--- src/rtl/etld_pkg.sv ---
// Package: shared types and constants for the edge timestamp line deframer.
`timescale 1ns / 1ps
`default_nettype none
package etld_pkg;

	localparam int LEN_W = 7;
	localparam int STAMP_FIELD_BYTES = 5;
	localparam int MIN_LINE_BYTES = 7;
	localparam int TS_CNT_W = 3;

	localparam logic [7:0] CH_RISE    = 8'h2F;
	localparam logic [7:0] CH_FALL    = 8'h5C;
	localparam logic [7:0] CH_NEWLINE = 8'h0A;
	localparam logic [7:0] CH_DEBUG   = 8'h2D;

	typedef logic [2:0] status_t;

	localparam status_t ST_OK        = 3'd0;
	localparam status_t ST_SHORT     = 3'd1;
	localparam status_t ST_NO_NL     = 3'd2;
	localparam status_t ST_BAD_START = 3'd3;
	localparam status_t ST_CHECKSUM  = 3'd4;

	typedef struct packed {
		logic        edge_kind;
		logic [31:0] stamp;
		status_t     status;
		logic [31:0] line_count;
	} result_t;

endpackage
`default_nettype wire

--- src/rtl/etld_if.sv ---
// Interfaces: byte input channel and result output channel.
`timescale 1ns / 1ps
`default_nettype none
interface etld_byte_if;
	logic       valid;
	logic       ready;
	logic [7:0] rx_byte;

	modport source (output valid, output rx_byte, input ready);
	modport sink (input valid, input rx_byte, output ready);
endinterface

interface etld_result_if;
	logic                valid;
	logic                ready;
	logic                edge_kind;
	logic [31:0]         stamp;
	etld_pkg::status_t   status;
	logic [31:0]         line_count;

	modport source (output valid, output edge_kind, output stamp, output status,
		output line_count, input ready);
	modport sink (input valid, input edge_kind, input stamp, input status,
		input line_count, output ready);
endinterface
`default_nettype wire

--- src/rtl/etld_core.sv ---
// Line state, timestamp tracking and line check for one byte per cycle while push is high.
`timescale 1ns / 1ps
`default_nettype none
module etld_core #(
	parameter int LINE_CAPACITY = 79
) (
	input  wire logic              clk,
	input  wire logic              arst_n,
	input  wire logic              push,
	input  wire logic [7:0]        rx_byte,
	output logic                   produced,
	output etld_pkg::result_t      result
);

	localparam logic [etld_pkg::LEN_W-1:0] CAP = etld_pkg::LEN_W'(LINE_CAPACITY);
	localparam logic [etld_pkg::LEN_W-1:0] MIN_LEN = etld_pkg::LEN_W'(etld_pkg::MIN_LINE_BYTES);
	localparam logic [etld_pkg::TS_CNT_W-1:0] TS_LAST =
		etld_pkg::TS_CNT_W'(etld_pkg::STAMP_FIELD_BYTES);

	logic [etld_pkg::LEN_W-1:0]    len_q, len_n;
	logic [7:0]                    first_q, first_n;
	logic [7:0]                    last_q, last_n;
	logic [7:0]                    pay_q [etld_pkg::STAMP_FIELD_BYTES];
	logic [7:0]                    pay_n [etld_pkg::STAMP_FIELD_BYTES];
	logic                          ts_q, ts_n;
	logic [etld_pkg::TS_CNT_W-1:0] cnt_q, cnt_n;
	logic [31:0]                   msg_q, msg_n;
	logic                          store;
	logic                          line_end;
	logic [7:0]                    sum;

	always_comb begin
		store = len_q < CAP;
		first_n = (store && len_q == '0) ? rx_byte : first_q;
		last_n = store ? rx_byte : last_q;
		for (int i = 0; i < etld_pkg::STAMP_FIELD_BYTES; i++) begin
			pay_n[i] = (store && len_q == etld_pkg::LEN_W'(i + 1)) ? rx_byte : pay_q[i];
		end
		len_n = store ? len_q + 1'b1 : len_q;
		ts_n = ts_q;
		cnt_n = cnt_q;
		msg_n = msg_q;
		line_end = 1'b0;
		if (ts_q) begin
			cnt_n = cnt_q + 1'b1;
			if (cnt_n >= TS_LAST) begin
				ts_n = 1'b0;
			end
		end else if (rx_byte == etld_pkg::CH_RISE || rx_byte == etld_pkg::CH_FALL) begin
			ts_n = 1'b1;
			cnt_n = '0;
		end else if (rx_byte == etld_pkg::CH_NEWLINE) begin
			line_end = 1'b1;
			msg_n = msg_q + 32'd1;
		end
	end

	// checks run on the line as it stands after this byte is stored
	always_comb begin
		sum = pay_n[0] + pay_n[1] + pay_n[2] + pay_n[3];
		result.edge_kind = 1'b0;
		result.stamp = '0;
		result.line_count = msg_n;
		if (len_n < MIN_LEN) begin
			result.status = etld_pkg::ST_SHORT;
		end else if (last_n != etld_pkg::CH_NEWLINE) begin
			result.status = etld_pkg::ST_NO_NL;
		end else if (first_n != etld_pkg::CH_RISE && first_n != etld_pkg::CH_FALL) begin
			result.status = etld_pkg::ST_BAD_START;
		end else if (sum != pay_n[4]) begin
			result.status = etld_pkg::ST_CHECKSUM;
		end else begin
			result.status = etld_pkg::ST_OK;
			result.stamp = {pay_n[3], pay_n[2], pay_n[1], pay_n[0]};
			result.edge_kind = (first_n != etld_pkg::CH_RISE);
		end
		produced = push && line_end && first_n != etld_pkg::CH_DEBUG;
	end

	always_ff @(posedge clk or negedge arst_n) begin
		if (!arst_n) begin
			len_q <= '0;
			first_q <= '0;
			last_q <= '0;
			ts_q <= 1'b0;
			cnt_q <= '0;
			msg_q <= '0;
		end else if (push) begin
			len_q <= line_end ? '0 : len_n;
			first_q <= first_n;
			last_q <= last_n;
			ts_q <= ts_n;
			cnt_q <= cnt_n;
			msg_q <= msg_n;
		end
	end

	always_ff @(posedge clk) begin
		if (push) begin
			for (int i = 0; i < etld_pkg::STAMP_FIELD_BYTES; i++) begin
				pay_q[i] <= pay_n[i];
			end
		end
	end

endmodule
`default_nettype wire

--- src/rtl/edge_timestamp_line_deframer.sv ---
// Top level: byte deframer with registered result and skid stage.
//
//  channel  dir  payload                                     handshake
//  rx       in   rx_byte[7:0]                                valid/ready
//  res      out  edge_kind, stamp[31:0], status[2:0],
//                line_count[31:0]                            valid/ready
//
// One byte per cycle while rx is ready; each byte updates the line state in the cycle it is taken.
// The newline byte that ends a line registers its result beat (none for debug lines).
// The result register plus one skid entry keep rx ready while one result waits;
// rx stalls only while both hold a beat.
// arst_n clears line state except the payload bytes, the line counter and both result valids.
`timescale 1ns / 1ps
`default_nettype none
module edge_timestamp_line_deframer #(
	parameter int LINE_CAPACITY = 79
) (
	input wire logic             clk,
	input wire logic             arst_n,
	etld_byte_if.sink            rx,
	etld_result_if.source        res
);

	logic               push;
	logic               pop;
	logic               produced;
	etld_pkg::result_t  result;
	etld_pkg::result_t  out_q;
	etld_pkg::result_t  skid_q;
	logic               out_valid_q;
	logic               skid_valid_q;

	assign rx.ready = !skid_valid_q;
	assign push = rx.valid && rx.ready;
	assign pop = out_valid_q && res.ready;

	etld_core #(
		.LINE_CAPACITY(LINE_CAPACITY)
	) u_core (
		.clk(clk),
		.arst_n(arst_n),
		.push(push),
		.rx_byte(rx.rx_byte),
		.produced(produced),
		.result(result)
	);

	always_ff @(posedge clk or negedge arst_n) begin
		if (!arst_n) begin
			out_valid_q <= 1'b0;
			skid_valid_q <= 1'b0;
		end else if (skid_valid_q) begin
			if (pop) begin
				skid_valid_q <= 1'b0;
			end
		end else if (produced) begin
			if (out_valid_q && !pop) begin
				skid_valid_q <= 1'b1;
			end else begin
				out_valid_q <= 1'b1;
			end
		end else if (pop) begin
			out_valid_q <= 1'b0;
		end
	end

	always_ff @(posedge clk) begin
		if (skid_valid_q) begin
			if (pop) begin
				out_q <= skid_q;
			end
		end else if (produced) begin
			if (out_valid_q && !pop) begin
				skid_q <= result;
			end else begin
				out_q <= result;
			end
		end
	end

	assign res.valid = out_valid_q;
	assign res.edge_kind = out_q.edge_kind;
	assign res.stamp = out_q.stamp;
	assign res.status = out_q.status;
	assign res.line_count = out_q.line_count;

	a_skid_needs_out: assert property (@(posedge clk) disable iff (!arst_n)
		skid_valid_q |-> out_valid_q)
		else $error("skid holds a beat while result register is empty");

	a_skid_after_stall: assert property (@(posedge clk) disable iff (!arst_n)
		$rose(skid_valid_q) |-> $past(out_valid_q && !res.ready && produced))
		else $error("skid filled without a stalled result");

	a_error_clears: assert property (@(posedge clk) disable iff (!arst_n)
		res.valid && res.status != etld_pkg::ST_OK |-> res.stamp == '0 && !res.edge_kind)
		else $error("error beat carries a stamp or fall kind");

	a_drain_order: assert property (@(posedge clk) disable iff (!arst_n)
		skid_valid_q && pop |=> out_valid_q && !skid_valid_q)
		else $error("skid beat lost on drain");

endmodule
`default_nettype wire

--- src/flat_wrapper.sv ---
// flat-port wrapper written by rule: the top's interface ports become plain ports
module edge_timestamp_line_deframer_flat 
#(
	parameter int LINE_CAPACITY = 79
)
  (clk, arst_n, rx_valid, rx_rx_byte, rx_ready, res_valid, res_edge_kind, res_stamp, res_status, res_line_count, res_ready);
  etld_byte_if rx_i ();
  etld_result_if res_i ();
  input wire logic clk;
  input wire logic arst_n;
  input wire logic [$bits(rx_i.valid)-1:0] rx_valid;
  input wire logic [$bits(rx_i.rx_byte)-1:0] rx_rx_byte;
  output wire logic [$bits(rx_i.ready)-1:0] rx_ready;
  output wire logic [$bits(res_i.valid)-1:0] res_valid;
  output wire logic [$bits(res_i.edge_kind)-1:0] res_edge_kind;
  output wire logic [$bits(res_i.stamp)-1:0] res_stamp;
  output wire logic [$bits(res_i.status)-1:0] res_status;
  output wire logic [$bits(res_i.line_count)-1:0] res_line_count;
  input wire logic [$bits(res_i.ready)-1:0] res_ready;
  assign rx_i.valid = rx_valid;
  assign rx_i.rx_byte = rx_rx_byte;
  assign rx_ready = rx_i.ready;
  assign res_valid = res_i.valid;
  assign res_edge_kind = res_i.edge_kind;
  assign res_stamp = res_i.stamp;
  assign res_status = res_i.status;
  assign res_line_count = res_i.line_count;
  assign res_i.ready = res_ready;
  edge_timestamp_line_deframer #(.LINE_CAPACITY(LINE_CAPACITY)) u_core (.clk(clk), .arst_n(arst_n), .rx(rx_i), .res(res_i));
endmodule
--- config.mk ---
export PLATFORM = sky130hd
export DESIGN_NAME = edge_timestamp_line_deframer_flat
export DESIGN_NICKNAME = d
export VERILOG_FILES = /design/src/rtl/etld_pkg.sv /design/src/rtl/etld_if.sv /design/src/rtl/etld_core.sv /design/src/rtl/edge_timestamp_line_deframer.sv /design/src/flat_wrapper.sv
export SDC_FILE = /design/constraint.sdc
export NUM_CORES = 1
export LEC_CHECK = 0
export BUFFER_PORTS_ARGS = -buffer_cell sky130_fd_sc_hd__buf_2
export CORE_UTILIZATION = 61
export CTS_CLUSTER_SIZE = 25
export DETAILED_ROUTE_END_ITERATION = 16
export HOLD_SLACK_MARGIN = 0.1
export PLACE_DENSITY = 0.83
export SYNTH_ARGS = -nofsm -noshare
export SYNTH_HDL_FRONTEND = slang
export SYNTH_SLANG_ARGS = --single-unit
export TNS_END_PERCENT = 10
--- constraint.sdc ---
create_clock -name clk -period 9.39 [get_ports clk]
set_input_delay 0.4695 -clock clk [delete_from_list [all_inputs] [get_ports clk]]
set_output_delay 0.4695 -clock clk [all_outputs]
set_load 0.02 [all_outputs]
-- Yosys cells after proc, flatten, opt, wreduce, memory -nomap -nowiden
Memory sizes are Yosys's and may differ from the RTL's.
Index checks and enable logic that the tools add are counted.
- bits in registers: 197
- memory bits (writable): 40
- bits of input ports: 12
- output and inout port bits: 70
- logic and storage cells: 107
- memories kept: 1
- memories (memory ; depth ; width ; read ports ; clocked after Yosys merged registers in ; write ports ; line ; RTL):
    u_core.u_core.pay_q ; 5 ; 8 ; 5 ; 0 ; 5 ; etld_core.sv:23 ; logic [7:0] pay_q [etld_pkg::STAMP_FIELD_BYTES];
- $add $sub $neg: 6
- magnitude comparators: 3
- equal/unequal tests: 16
- multiplexer cells: 41
- bitwise gates (word level): 1
- reductions and logical operators: 23
- operators by type and width (cell ; count):
    two-way mux 68 bit ; 4
    two-way mux 33 bit ; 4
    two-way mux 32 bit ; 3
    two-way mux 8 bit ; 7
    adder 32 x 1 -> 32 bit, second input constant ; 1
    adder 8 bit ; 3
    two-way mux 3 bit ; 6
    inequality test 8 x 6 -> 1 bit, second input constant ; 2
    two-way mux 1 bit ; 15
    equality test 7 x 2 -> 1 bit, second input constant ; 2
    equality test 7 x 3 -> 1 bit, second input constant ; 2
    two-way mux 7 bit ; 2
    logical AND 1 bit ; 12
    AND reduction 3 bit ; 3
    equality test 8 x 4 -> 1 bit, second input constant ; 1
    equality test 8 x 6 -> 1 bit, second input constant ; 1
    equality test 8 x 7 -> 1 bit, second input constant ; 1
    inequality test 8 x 4 -> 1 bit, second input constant ; 1
    inequality test 8 x 7 -> 1 bit, second input constant ; 1
    inequality test 8 bit ; 1
    adder 7 x 1 -> 7 bit, second input constant ; 1
    equality test 7 x 1 -> 1 bit, second input constant ; 1
    logical NOT 7 bit ; 1
    < comparator 7 x 3 -> 1 bit, second input constant ; 1
    10 further kinds ; 14

-- Logic depth before layout (Yosys ltp)
- word-level depth: 14
- mapped depth: 22
- mapped depth without buffers: 19

-- Cells and area by module
Synthesis repeated with hierarchy kept, for this count alone.
- cell total of the unflattened synthesis: 826
- area total of the unflattened synthesis: 11539.8 um^2
- by module, submodules not included (module ; times used ; cells each ; area each (um^2) ; sequential area each (um^2)):
    etld_core ; 1 ; 602 ; 6500.0 ; 2677.6
    edge_timestamp_line_deframer ; 1 ; 224 ; 5039.8 ; 4134.0

-- Worst setup path before layout
Ideal clock, no wire load.
- kind: register -> register
- start: reg u_core.u_core.len_q[4] in the netlist's numbering
- end: reg u_core.skid_q[0] in the netlist's numbering, enable pin
- library setup time: 0.578 ns
- data arrival time: 6.666 ns
- data required time: 8.812 ns
- path slack: 2.145 ns
- cell stages (with the launch flop): 10
- buffers on the path: 3
- period minus slack after synthesis: 7.245 ns
- cells stage by stage: dfrtp_1 buf_6 or4_1 buf_6 or3_1 buf_2 mux2_2 nand3_1 nand2_1 nor3_1
- word-level cells in the longest chain between the ends: 6
- elaborated cells between the ends (all ways): 7
- those cells by class: 1 x order compare; 1 x eq/ne; 1 x mux; 4 x reduce/logical
- ends and longest elaborated chain (item ; line ; RTL):
    start: declaration ; etld_core.sv:20 ; logic [etld_pkg::LEN_W-1:0] len_q, len_n;
    start signal: assignment ; etld_core.sv:89 ; len_q <= line_end ? '0 : len_n;
    < comparator 7 bit or logical NOT 7 bit (tied branches) ; etld_core.sv:33, etld_core.sv:34 ;
    logical AND 1 bit (*) ; etld_core.sv:34 ; first_n = (store && len_q == '0) ? rx_byte : first_q;
    two-way mux 8 bit (*) ; etld_core.sv:34 ;
    inequality test 8 x 6 -> 1 bit (*) ; etld_core.sv:77 ; produced = push && line_end && first_n != etld_pkg::CH_DEBUG;
    logical AND 1 bit (*) ; etld_core.sv:77 ;
    AND reduction 3 bit (no source line) (*) ; - ;
    end signal: assignment ; edge_timestamp_line_deframer.sv:74 ; skid_q <= result;
    end: declaration ; edge_timestamp_line_deframer.sv:29 ; etld_pkg::result_t skid_q;
Mark *: on every way between the ends. The rest lies on a longest branch, timed or not.
A chain may end at the register's enable or synchronous reset.

==> impl_metrics.toml <==
[critical_path]
reg2reg_from = "u_core.u_core.len_q[5]"
worstSetupStartpointType = "register"
startpoint = "u_core.u_core.len_q[5]"
crit_fanout = 66
worstPathRequired_ps = 9710
criticalPathCategory = "register to register"
endpoint_kind = "register"
arrival_ps = 6650

[finish]
layout_common_cells = "176 x edfxtp_1, 87 x nand2_1, 81 x buf_2, 63 x inv_1, 60 x dfrtp_1"
finalCoreUtilization = 0.6962
diodes = 0
nets = 1050
multi_input_area_mm2 = 0.004568
drive_above_1_share = 0.2148
final_common_cell = "edfxtp_1"
area.growth.synth_to_final_pct = 10.65
seq_area_mm2 = 0.006813
nFillCells = 1296
design_area_mm2 = 0.01320

[yosys]
yosysWarningCount = 0
synthMuxAreaShare = 0.06913
syn_area_mm2 = 0.01193
synth_top_family_by_area = "simple AND/OR/NAND/NOR gates"
synth-simple-area-share = 0.1331
synth_fp_nets = 998
synth_edf_count = 176
yosys.area.top_type = "edfxtp_1"
ys_types = 65
synth_area_per_cell_um2 = 12.45
synth_adder_area_share = 0.03629
synth_xor_area_frac = 0.05843
ys_ff_latch = 237
synth_area_leaders = "edfxtp_1 44%, dfrtp_1 13%, mux2_2 4.8%"
synth_top_area_share = 0.4431
synth_compound_area_frac = 0.08350
synthArstFlopShare = 0.2574
synth-main-ff-cell = "edfxtp_1"
seq_area_frac_synth = 0.5711
syn_inst = 958

[floorplanning]
initial_core_util = 0.6292
io_pins = 82
die_w_um = 141.8
dieArea_mm2 = 0.02012
rows = 50
coreArea_mm2 = 0.01896
die_h_um = 141.8

[timing]
finalSetupTns_ps = 0
final_hold_viol_count = 0
slew_viol_final = 0
period_share = 0.6747
layout_min_cycle_time_ps = 6336
relSlewSlack = 0.2405
rsz0062_at_grt = "no"
finalClockSkew_ps = 17.43
clock.fmax_mhz = 157.8
worst_pin_slew_ps = 1139
layout_setup_ws_ps = 3054
finalSetupViolations = 0
holdWs_ps = 107.0

[detailed_routing]
drt_iter0_drc = 770
first_pass_iters = 5
routed_wl_mm = 24.42
drc = 0
ant_nets = 0
routedWlPerCell_um = 18.95
avgViaCountPerCell = 5.988
vias = 7718

[flow_run]
drv_cap = 0

[placed_design]
pre_cts_ws_ps = 3242
placed_cell_area_mm2 = 0.01241
port_buffers = 81
dp_hpwl_mm = 15.58
gp_congestion = 0.9833

[global_route]
grt_pass1_vias = 7506
grt_pass1_wl_mm = 39.63
grt_max_degree = 73
antenna_found_initial = 0
overflow = 0
track_usage = 0.2520

[clock_network]
cts_tree = "built"
post-cts-setup-buffers = 0
clock-sinks = 237
root_buffer = "clkbuf_16"
cts_made_buffers = 26
cts_hold_buffers = 0
clk_pin_slew_ps = 60
cts_max_level = 1
cts-resized-gates = 0
clockBufferDepth = 3
insertion_delay_ps = 530

[pwr]
ir_drop_mv = 0.5136
p_per_area_mw_per_mm2 = 253.9
power_leakage_nw = 5.240

[hold_path]
hp-class = "input pin to async pin"

[status]
status = "finished, final reports clean"
-- state kept, by name, summed over array words and instances, names as in the netlist, 3 cells and up --
signal                 cells
u_core.u_core.pay_q       40
u_core.u_core.last_q       8
u_core.res.line_count     32
u_core.u_core.cnt_q        3
u_core.res.status          3
u_core.u_core.first_q      8
u_core.u_core.msg_q       32
u_core.res.stamp          32
u_core.u_core.len_q        7
u_core.skid_q             68
-- layout make-up --
type / instances / area share
Tap cell: 260 / 0.02465
Sequential cell: 237 / 0.5162
Multi-Input combinational cell: 592 / 0.3461
Clock buffer: 35 / 0.05262
Clock inverter: 12 / 0.007205
Timing Repair Buffer: 88 / 0.03470
Inverter: 65 / 0.01849
-- logic make-up (layout without fill, tap and decap cells) --
| group | Yosys count | count (layout) |
|---|---|---|
| AOI/OAI and AO/OA | 116 | 116 |
| buffers and inverters | 129 | 200 |
| xor gates and xnor gates | 78 | 78 |
| DFF | 237 | 237 |
| muxes | 76 | 76 |
| adders and majority gates | 28 | 28 |
| and+or+nand+nor | 294 | 294 |
-- metrics by stage --
stage                     total power [mW]  instances
after floorplan                      2.209        958
after global placement               2.372       1242
after detailed placement             2.393       1242
after CTS                            3.348       1289
after global routing                 3.518       1289
final                                3.351       1289
-- path summary, 6_finish.rpt --
kind | to | cells past startpoint | slack (ps)
setup reg to reg | u_core.skid_q[44] | 17 | 3050
max in group asynchronous | u_core.skid_valid_q | 2 | 8730
hold reg to reg | u_core.u_core.first_q[7] | 2 | 490
setup / recovery | u_core.skid_q[44] | 17 | 3050
hold / removal | u_core.u_core.first_q[4] | 2 | 110
min in group clk | u_core.skid_valid_q | 2 | 210
-- where the power goes --
group          internal [mW]  total, mW  leakage (nW)  switching, mW
registers               1.19       1.26          2.48         0.0631
logic                  0.339       1.15          2.37          0.809
clock network          0.546      0.946         0.385          0.401
total                   2.08       3.35          5.24           1.27
-- synthesized netlist by cell type, types with 3 or more instances --
master     count
o31ai_2       32
nor4_1        37
and2_1         5
a32o_1         3
nand3_1       30
nor2b_1        5
nand2_1       87
o21bai_1       3
o21ai_0       20
ha_1          17
a2bb2oi_1      3
nor4bb_1       5
xnor2_1       52
fa_1          11
inv_1         63
and4_1         5
a21oi_1       22
nor3_1         4
nor2_1        31
a31oi_1        4
xor2_1        25
nor4b_1        4
and3_1        14
nand3b_1       5
nand4_1       13
buf_2          9
dfrtp_1       61
mux2i_1       25
mux2_2        51
clkbuf_1      42
buf_6         10
or3_1         37
edfxtp_1     176
nand2b_1       4
o21a_1         3
o31ai_1        4
-- metal layers --
layer / routed length [µm] / up-vias / part of all wire / GRT usage
li1: - / 3598 / - / -
met1: 10740 / 3742 / 0.44 / 0.3576
met2: 11120 / 331 / 0.46 / 0.3920
met3: 1966 / 47 / 0.081 / 0.05670
met4: 587 / 0 / 0.024 / 0.07301
met5: 0 / - / 0 / 0
-- worst max-delay path, cell delays in order (launching register included) --
cell and delay (ps):
dfrtp_1 470, nor4_4 600, nand3b_1 630, a21oi_1 580, xor2_1 130, ha_1 300, inv_1 50, fa_1 500
inv_1 50, ha_1 210, fa_1 530, a222oi_1 410, a221oi_1 180, a211oi_2 210, nand4_1 150, or2_2 320
buf_4 360, nor4_1 420
Note: power is estimated with default switching activity, not from simulation.
